File: src/rtl/core/rmf_pkg.sv
// rmf_pkg: shared constants and types for the running median filter
// no dependencies; used by every module under rtl/core
`default_nettype none

package rmf_pkg;

  // ring depth, 1..7
  localparam int WINDOW = 5;

  localparam int IDX_W  = (WINDOW > 1) ? $clog2(WINDOW) : 1;
  localparam int CNT_W  = $clog2(WINDOW + 1);
  localparam int SAMP_W = 8;
  localparam int FILL_W = 3;
  localparam int IN_TDATA_W  = 8;
  localparam int OUT_TDATA_W = 16;

  typedef logic [WINDOW-1:0][SAMP_W-1:0] win_t;

  // result of one pass through the rank unit
  typedef struct packed {
    logic [CNT_W-1:0]  rank;      // stable sorted position of the candidate
    logic [SAMP_W-1:0] value;     // candidate sample
    logic              in_range;  // candidate index below the fill count
  } rank_t;

endpackage

`default_nettype wire

File: src/rtl/core/running_median_filter.sv
// running median filter: one 8-bit sample in, median of the last WINDOW samples out
// flow: accept, scan candidate slots up to the median slot, then load the output register
// a new sample is taken only after the previous result is loaded into the output register
// a single shared rank unit ranks one candidate slot per cycle while scanning
// reset: rst is synchronous, active high; clears pointer, fill count, sequencer, out valid
// ring contents are not cleared; a slot is only ranked after it has been written
`default_nettype none

module running_median_filter (
  input  wire logic                               clk,
  input  wire logic                               rst,
  // sample input stream
  input  wire logic                               s_tvalid,
  output logic                                    s_tready,
  input  wire logic [rmf_pkg::IN_TDATA_W-1:0]     s_tdata,  // [7:0] sample
  // result stream
  output logic                                    m_tvalid,
  input  wire logic                               m_tready,
  output logic [rmf_pkg::OUT_TDATA_W-1:0]         m_tdata   // [7:0] median, [10:8] fill_count
);

  rmf_pkg::win_t                   entries;
  logic [rmf_pkg::CNT_W-1:0]       count;
  logic [rmf_pkg::IDX_W-1:0]       cand;
  rmf_pkg::rank_t                  rank;
  logic [rmf_pkg::SAMP_W-1:0]      median;
  logic [rmf_pkg::FILL_W-1:0]      fill_count;
  logic                            wr_en;

  // a transfer on the input side writes the ring at once
  assign wr_en = s_tvalid && s_tready;

  rmf_ring u_ring (
    .clk     (clk),
    .rst     (rst),
    .wr_en   (wr_en),
    .wr_data (s_tdata[rmf_pkg::SAMP_W-1:0]),
    .entries (entries),
    .count   (count)
  );

  // shared rank unit, stepped over candidate slots by the sequencer
  rmf_rank u_rank (
    .entries (entries),
    .count   (count),
    .cand    (cand),
    .result  (rank)
  );

  // sequencer stops at the slot whose stable rank equals count/2
  rmf_seq u_seq (
    .clk        (clk),
    .rst        (rst),
    .in_valid   (s_tvalid),
    .in_ready   (s_tready),
    .count      (count),
    .rank       (rank),
    .cand       (cand),
    .out_valid  (m_tvalid),
    .out_ready  (m_tready),
    .out_median (median),
    .out_fill   (fill_count)
  );

  // pack result fields, upper bits zero
  assign m_tdata = {{(rmf_pkg::OUT_TDATA_W - rmf_pkg::SAMP_W - rmf_pkg::FILL_W){1'b0}},
                    fill_count, median};

endmodule

`default_nettype wire

File: src/rtl/core/rmf_ring.sv
// rmf_ring: sample ring with wrapping write pointer and saturating fill count
// depends on rmf_pkg
`default_nettype none

module rmf_ring (
  input  wire logic                          clk,
  input  wire logic                          rst,
  input  wire logic                          wr_en,
  input  wire logic [rmf_pkg::SAMP_W-1:0]    wr_data,
  output rmf_pkg::win_t                      entries,
  output logic [rmf_pkg::CNT_W-1:0]          count
);

  rmf_pkg::win_t                 store;
  logic [rmf_pkg::IDX_W-1:0]     wptr;

  // payload, no reset: slots are read only once written
  always_ff @(posedge clk) begin
    if (wr_en) begin
      store[wptr] <= wr_data;
    end
  end

  always_ff @(posedge clk) begin
    if (rst) begin
      wptr  <= '0;
      count <= '0;
    end else if (wr_en) begin
      if (wptr == rmf_pkg::IDX_W'(rmf_pkg::WINDOW - 1)) begin
        wptr <= '0;
      end else begin
        wptr <= wptr + 1'b1;
      end
      if (count < rmf_pkg::CNT_W'(rmf_pkg::WINDOW)) begin
        count <= count + 1'b1;
      end
    end
  end

  assign entries = store;

endmodule

`default_nettype wire

File: src/rtl/core/rmf_rank.sv
// rmf_rank: shared rank unit, stable sorted position of one candidate entry
// depends on rmf_pkg
`default_nettype none

module rmf_rank (
  input  wire rmf_pkg::win_t              entries,
  input  wire logic [rmf_pkg::CNT_W-1:0]  count,
  input  wire logic [rmf_pkg::IDX_W-1:0]  cand,
  output rmf_pkg::rank_t                  result
);

  logic [rmf_pkg::SAMP_W-1:0] cval;
  logic [rmf_pkg::CNT_W-1:0]  acc;
  logic                       below;

  always_comb begin
    cval = entries[cand];
    acc  = '0;
    for (int j = 0; j < rmf_pkg::WINDOW; j++) begin
      // ties broken by slot index so every valid entry gets a unique rank
      below = (rmf_pkg::CNT_W'(j) < count) &&
              (rmf_pkg::IDX_W'(j) != cand) &&
              ((entries[j] < cval) ||
               ((entries[j] == cval) && (rmf_pkg::IDX_W'(j) < cand)));
      acc = acc + rmf_pkg::CNT_W'(below);
    end
    result.rank     = acc;
    result.value    = cval;
    result.in_range = rmf_pkg::CNT_W'(cand) < count;
  end

endmodule

`default_nettype wire

File: src/rtl/core/rmf_seq.sv
// rmf_seq: candidate sequencer and output register of the median filter
// depends on rmf_pkg; drives the rank unit candidate index
`default_nettype none

module rmf_seq (
  input  wire logic                          clk,
  input  wire logic                          rst,
  input  wire logic                          in_valid,
  output logic                               in_ready,
  input  wire logic [rmf_pkg::CNT_W-1:0]     count,
  input  wire rmf_pkg::rank_t                rank,
  output logic [rmf_pkg::IDX_W-1:0]          cand,
  output logic                               out_valid,
  input  wire logic                          out_ready,
  output logic [rmf_pkg::SAMP_W-1:0]         out_median,
  output logic [rmf_pkg::FILL_W-1:0]         out_fill
);

  typedef enum logic [2:0] {
    ST_IDLE = 3'b001,
    ST_SCAN = 3'b010,
    ST_DONE = 3'b100
  } state_t;

  state_t                      state;
  logic [rmf_pkg::SAMP_W-1:0]  med;
  logic                        hit;
  logic                        last;
  logic                        load;

  assign in_ready = (state == ST_IDLE);
  assign hit  = rank.in_range && (rank.rank == (count >> 1));
  assign last = (rmf_pkg::CNT_W'(cand) + 1'b1) >= count;
  assign load = (state == ST_DONE) && (!out_valid || out_ready);

  always_ff @(posedge clk) begin
    if (rst) begin
      state     <= ST_IDLE;
      cand      <= '0;
      out_valid <= 1'b0;
    end else begin
      case (state)
        ST_IDLE: begin
          if (in_valid) begin
            state <= ST_SCAN;
            cand  <= '0;
          end
        end
        ST_SCAN: begin
          if (hit || last) begin
            state <= ST_DONE;
          end else begin
            cand <= cand + 1'b1;
          end
        end
        ST_DONE: begin
          if (load) begin
            state <= ST_IDLE;
          end
        end
        default: begin
          state <= ST_IDLE;
        end
      endcase
      if (load) begin
        out_valid <= 1'b1;
      end else if (out_ready) begin
        out_valid <= 1'b0;
      end
    end
  end

  always_ff @(posedge clk) begin
    if (state == ST_SCAN && hit) begin
      med <= rank.value;
    end
    if (load) begin
      out_median <= med;
      out_fill   <= rmf_pkg::FILL_W'(count);
    end
  end

`ifndef SYNTHESIS
  a_accept_starts_scan: assert property (@(posedge clk) disable iff (rst)
    (in_valid && in_ready) |=> (state == ST_SCAN && cand == '0))
    else $error("accepted sample did not start a scan");

  a_scan_in_range: assert property (@(posedge clk) disable iff (rst)
    (state == ST_SCAN) |-> rank.in_range)
    else $error("candidate index beyond fill count");

  a_hit_ends_scan: assert property (@(posedge clk) disable iff (rst)
    (state == ST_SCAN && hit) |=> (state == ST_DONE))
    else $error("median found but scan went on");

  a_result_nonempty: assert property (@(posedge clk) disable iff (rst)
    load |=> (out_valid && out_fill != '0))
    else $error("result loaded with empty window");
`endif

endmodule

`default_nettype wire

File: config.mk
export PLATFORM = sky130hd
export DESIGN_NAME = running_median_filter
export DESIGN_NICKNAME = d
export VERILOG_FILES = /design/src/rtl/core/rmf_pkg.sv /design/src/rtl/core/running_median_filter.sv /design/src/rtl/core/rmf_ring.sv /design/src/rtl/core/rmf_rank.sv /design/src/rtl/core/rmf_seq.sv
export SDC_FILE = /design/constraint.sdc
export NUM_CORES = 1
export LEC_CHECK = 0
export BUFFER_PORTS_ARGS = -buffer_cell sky130_fd_sc_hd__buf_2
export CORE_UTILIZATION = 50
export DETAILED_ROUTE_END_ITERATION = 16
export PLACE_DENSITY = 0.71
export SLEW_MARGIN = 20
export SYNTH_ARGS = -nofsm -noshare
export SYNTH_HDL_FRONTEND = slang
export SYNTH_SLANG_ARGS = --single-unit
File: constraint.sdc
create_clock -name clk -period 5.5 [get_ports clk]
set_input_delay 0.275 -clock clk [delete_from_list [all_inputs] [get_ports clk]]
set_output_delay 0.275 -clock clk [all_outputs]
set_load 0.1 [all_outputs]
# Word level (Yosys, flattened, before mapping)
# Index checks and enable logic that the tools add are counted.
# classes
muxes	15
n_eq_ne	18
reduce_logical	34
n_addsub	7
order_cmp	21
# op_table
op	count
$bwmux 40	1
$eq 8x8->1	5
$lt 8x8->1	5
$bmux 8 s3	1
$demux 8 s3	1
$logic_and 1x1->1	20
$mux 3	6
$mux 8	2
$lt 1x3->1 const A	4
$lt 2x3->1 const A	4
$add 3x1->3	3
$add 3x1->3 const B	3
$pmux 3 s3	1
$lt 3x4->1 const B	2
$logic_or 1x1->1	7
$eq 3x3->1 const B	2
$lt 3x3->1 const A	2
$ne 2x3->1 const A	2
$pmux 3 s2	1
$reduce_and 3->1	2
$ne 2x1->1 const B	2
$ne 2x2->1 const B	2
$reduce_bool 2->1	2
$eq 3x1->1 const B	1
13 further kinds	14
# totals
out_inout_bits	18
in_bits	12
register_bits	72

# Longest topological paths before layout
# logic_depth
depth_word	15
depth_mapped	23
mapped_depth_nobuf	22

# By module
# A second synthesis with hierarchy kept.
# hier_totals
cells_unflattened	345
area_unflattened_um2	4027.6
# by_module_without_submodules
module	n_inst	cells_per_inst	seq_area_each_um2	area_per_inst_um2
rmf_ring	1	82	1321.3	1537.7
rmf_rank	1	184	0.0	1408.9
rmf_seq	1	72	710.7	1033.5
running_median_filter	1	7	0.0	47.5

# Worst setup path after synthesis
# Ideal clock, no wire load.
# synth_path
path_kind	register to register
startpoint	register u_seq.cand[1] (netlist name)
endpoint	register u_seq.cand[0] (netlist name)
arrival_ps	4990
path_stages_with_launch	24
period_less_slack_ps	5070
setup_slack_ps	430
setup_time_ps	79
cell_sequence	dfxtp_1 clkbuf_1 buf_2 mux4_2 nand2_1 and2_1 ha_1 a21o_1 a21o_1 a21o_1 a221o_1 o22ai_1 ha_1 inv_1 fa_1 inv_1 ha_1 inv_1 fa_1 xnor2_1 nor4b_2 a221oi_2 mux2_2 a211oi_2
# synth_via
elab_chain_cells	15
# synth_lines
item	line_no	source
from (decl)	rmf_seq.sv:12	output logic [rmf_pkg::IDX_W-1:0] cand,
from (signal assigned)	rmf_seq.sv:53	cand <= cand + 1'b1;
branches (longest 12 deep; another with $lt 8x8->1)	-	
$logic_or 1x1->1 (*)	rmf_seq.sv:50	if (hit || last) begin
$ne 2x2->1 (no line) (*)	-	
$reduce_and 3->1 (no line) (*)	-	
# Mark *: on every way between the ends. The select of a mux whose other input is x is not followed.
# A chain may end at the register's enable or synchronous reset.

# Worst setup path in the final report
# layout_path
startpoint	register u_seq.cand[1] (netlist name)
endpoint	register u_seq.cand[1] (netlist name)
# layout_via
elab_chain_cells	15
# layout_lines
item
branches (longest 15 deep; another with $lt 8x8->1)
# Parallel ways; which one is timed is not known. The select of a mux whose other input is x is not followed.

==> out/qor.tcl <==
set qor(outcome) {finished clean}
set qor(clock.fmax_mhz) 195
set qor(syn_area_per_cell_sq_um) 11.8
set qor(final_net_count) 457
set qor(length_of_the_first_detailed_routing_pass_in_iterations) 4
set qor(fp-row-count) 32
set qor(crit_path_max_incr_delay_ns) 0.53
set qor(pwr_density_cell_mw_per_mm2) 256
set qor(postSynth.topFlopCell) {edfxtp_1}
set qor(asyncSetResetFlopFracSynth) 0
set qor(final_hold_violation_count) 0
set qor(core_sq_mm) 0.00789
set qor(drt_drc_violations_left) 0
set qor(diodes) 0
set qor(globalplace.congestion) 0.915
set qor(grt_use_total) 0.222
set qor(die_w_um) 93.1
set qor(tritoncts.num_buffers) 9
set qor(ctsLongestPathBuffers) 2
set qor(comb_power_share) 0.135
set qor(finalHoldWorstSlack_ns) 0.149
set qor(min_period_over_period) 0.934
set qor(number_of_flops_mapped_to_enable_cells_by_yosys) 59
set qor(cts.repair_timing.setup_buffer_count) 0
set qor(yosysSeqAreaShare) 0.490
set qor(setup_ws_ns) 0.366
set qor(ys_warn_count) 0
set qor(synth_area_leader_cell) {edfxtp_1}
set qor(yosys.cell_count.top_type) {edfxtp_1}
set qor(multi_input_area_sq_mm) 0.00190
set qor(synth.top_cells.by_area) {edfxtp_1 43%, ha_1 16%, dfxtp_1 6.3%}
set qor(cts-resized-gates) 0
set qor(leakage_nw) 1.84
set qor(synthTopCellsByCount) {59 x edfxtp_1, 54 x ha_1, 29 x inv_1}
set qor(clkPwrFrac) 0.338
set qor(cts.clk_slew.worst_paths_ns) 0.09
set qor(route.final.wire_length_um) 8800
set qor(worst_ir_drop_vdd_mv) 0.170
set qor(detail_route.iter0.violations) 307
set qor(die-height_um) 93.1
set qor(synthToLayoutAreaGrowth_pct) 10.6
set qor(path_class_of_the_lowest_slack_min_delay_path) {input pin to flop}
set qor(synthDominantCellAreaShare) 0.427
set qor(power.switching_fraction) 0.259
set qor(cts.root.buffer_cell) {clkbuf_8}
set qor(power_mw) 1.17
set qor(cts.hold.buffers_added) 0
set qor(drt-wirelength-per-cell_um) 17.7
set qor(slew_headroom) 0.462
set qor(critPathArrivalTime_ns) 5.42
set qor(netlist_instances) 352
set qor(synthDistinctLibCells) 54
set qor(startpoint_type) {flop}
set qor(criticalPathCategory) {flop to flop}
set qor(number_of_antenna_violations_at_the_first_check_in_global_routing) 0
set qor(cts.sink_count) 72
set qor(final.min_clock_period_ns) 5.13
set qor(synth.cell_area_sq_mm) 0.00415
set qor(timing.critical_path.cells) {buf_4, mux2i_1, nor2_1, a21oi_1, o22a_1, ha_1, nor2b_1, o21a_1, o21ai_0, a21oi_1, o22ai_1, ha_1, inv_1, fa_1, inv_1, ha_1, inv_1, fa_1, xnor2_1, nor4b_2, a221oi_2, a211o_2, a21oi_1}
set qor(finalClockSkew_ns) 0.0199
set qor(number_of_inserted_filler_cells_in_the_final_layout) 662
set qor(io_pins) 30
set qor(cp_max_fo) 10
set qor(ant_nets) 0
set qor(via_count) 2944
set qor(sequential_cell_area_sq_mm) 0.00203
set qor(setup_tns_ns) 0
set qor(first_pass_grt_wire_length_um) 14300
set qor(port-buffer-count) 24
set qor(p_int_uw) 869
set qor(slew_viol_final) 0
set qor(clkLatencyLatePin_ns) 0.36
set qor(drv_cap) 0
set qor(grt_overflow) 0
set qor(htree_num_levels) 3
set qor(slowest_stage_cell_on_the_critical_path) {fa_1}
set qor(initial_core_util) 0.526
set qor(setup_viol) 0
set qor(grt_max_degree) 14
set qor(rsz_0062_raised_after_global_routing) {false}
set qor(cp.required_ns) 5.78
set qor(pre_cts_slack_ns) 0.314
set qor(drt-vias-per-instance) 5.94
set qor(dp.final_hpwl_um) 6640
set qor(sequential_share_of_power) 0.527
set qor(switchingPower_uw) 303
set qor(drive_above_1_share) 0.168
set qor(tritoncts) {built}
set qor(worst_slew_pin_slew_ns) 0.806
set qor(die_area_sq_mm) 0.00867
set qor(ys_ff_latch) 72
set qor(via_count_of_the_first_global_routing_pass) 2930
set qor(critPathCaptureType) {flop}
-- stage by stage --
step	instances	area, sq um	util
6_report	496	4590	0.582
5_1_grt	496	4590	0.582
4_1_cts	496	4580	0.581
3_5_place_dp	480	4400	0.558
3_3_place_gp	480	4400	0.558
2_1_floorplan	356	4170	-
-- state kept, by name, indices dropped and copies added, names as in the netlist --
| register | flops |
|---|---|
| u_ring.count | 3 |
| u_ring.entries | 40 |
| u_ring.wptr | 3 |
| u_seq.cand | 3 |
| u_seq.med | 8 |
| u_seq.out_fill | 3 |
| u_seq.out_median | 8 |
| u_seq.out_valid | 1 |
| u_seq.state | 3 |
-- routing by layer --
metal  wire length, um  track usage
met5                 0            0
met4               230       0.0769
met3               398       0.0480
met2              4060        0.363
met1              4100        0.291
-- final cells by class --
type | instances | area share
clock buffers | 12 | 0.0295
clock inverters | 4 | 0.00982
inverters | 30 | 0.0245
multi-input cells | 237 | 0.415
flip-flops and latches | 72 | 0.443
well taps | 102 | 0.0278
repair buffers | 39 | 0.0507
-- cell usage in the layout, fill, tap and decap left out, types with 11 or more instances in the layout --
cell type and count:
nor2_1 13, inv_1 29, nand2_1 13, buf_4 15
dfxtp_1 12, o21ai_0 14, a21o_1 11, edfxtp_1 59
ha_1 54, nand3_1 11, a21oi_1 26, buf_2 24
-- worst max-delay path, delay by kind of cell, from the launching register on --
family          cells  cell delay [ns]
mux                 1             0.21
buf+inv             4             0.40
fa+ha+maj           5             1.60
flops               1             0.44
xor+xnor            1             0.15
compound gates      9             1.72
simple gates        3             0.54
-- path summary, 6_finish.rpt --
path | to | start | slack [ns] | cells after the start
max | u_seq.cand[1] | u_seq.cand[1] | 0.37 | 23
min | u_ring.entries[36] | s_tdata[4] | 0.15 | 1
max reg2reg | u_seq.cand[1] | u_seq.cand[1] | 0.37 | 23
min reg2reg | u_seq.out_median[7] | u_seq.med[7] | 0.42 | 0
-- kinds of logic (layout without fill, tap and decap cells) --
family,after synthesis,after routing,share of synthesized area
and+or+nand+nor,79,79,0.106
adders and majority gates,56,56,0.172
xor gates and xnor gates,3,3,0.00633
buffers and inverters,47,85,0.0567
DFF,72,72,0.490
muxes,9,9,0.0311
other,1,5,0.000904
AOI/OAI and AO/OA,85,85,0.137
-- power groups by stage --
stage	registers (mW)	clock network, mW	logic [mW]
2_1_floorplan	0.624	0	0.121
3_3_place_gp	0.629	0	0.151
3_5_place_dp	0.629	0	0.157
4_1_cts	0.617	0.405	0.158
5_1_grt	0.619	0.422	0.177
6_report	0.618	0.396	0.158
No activity file was read; power rests on OpenSTA's default activity.
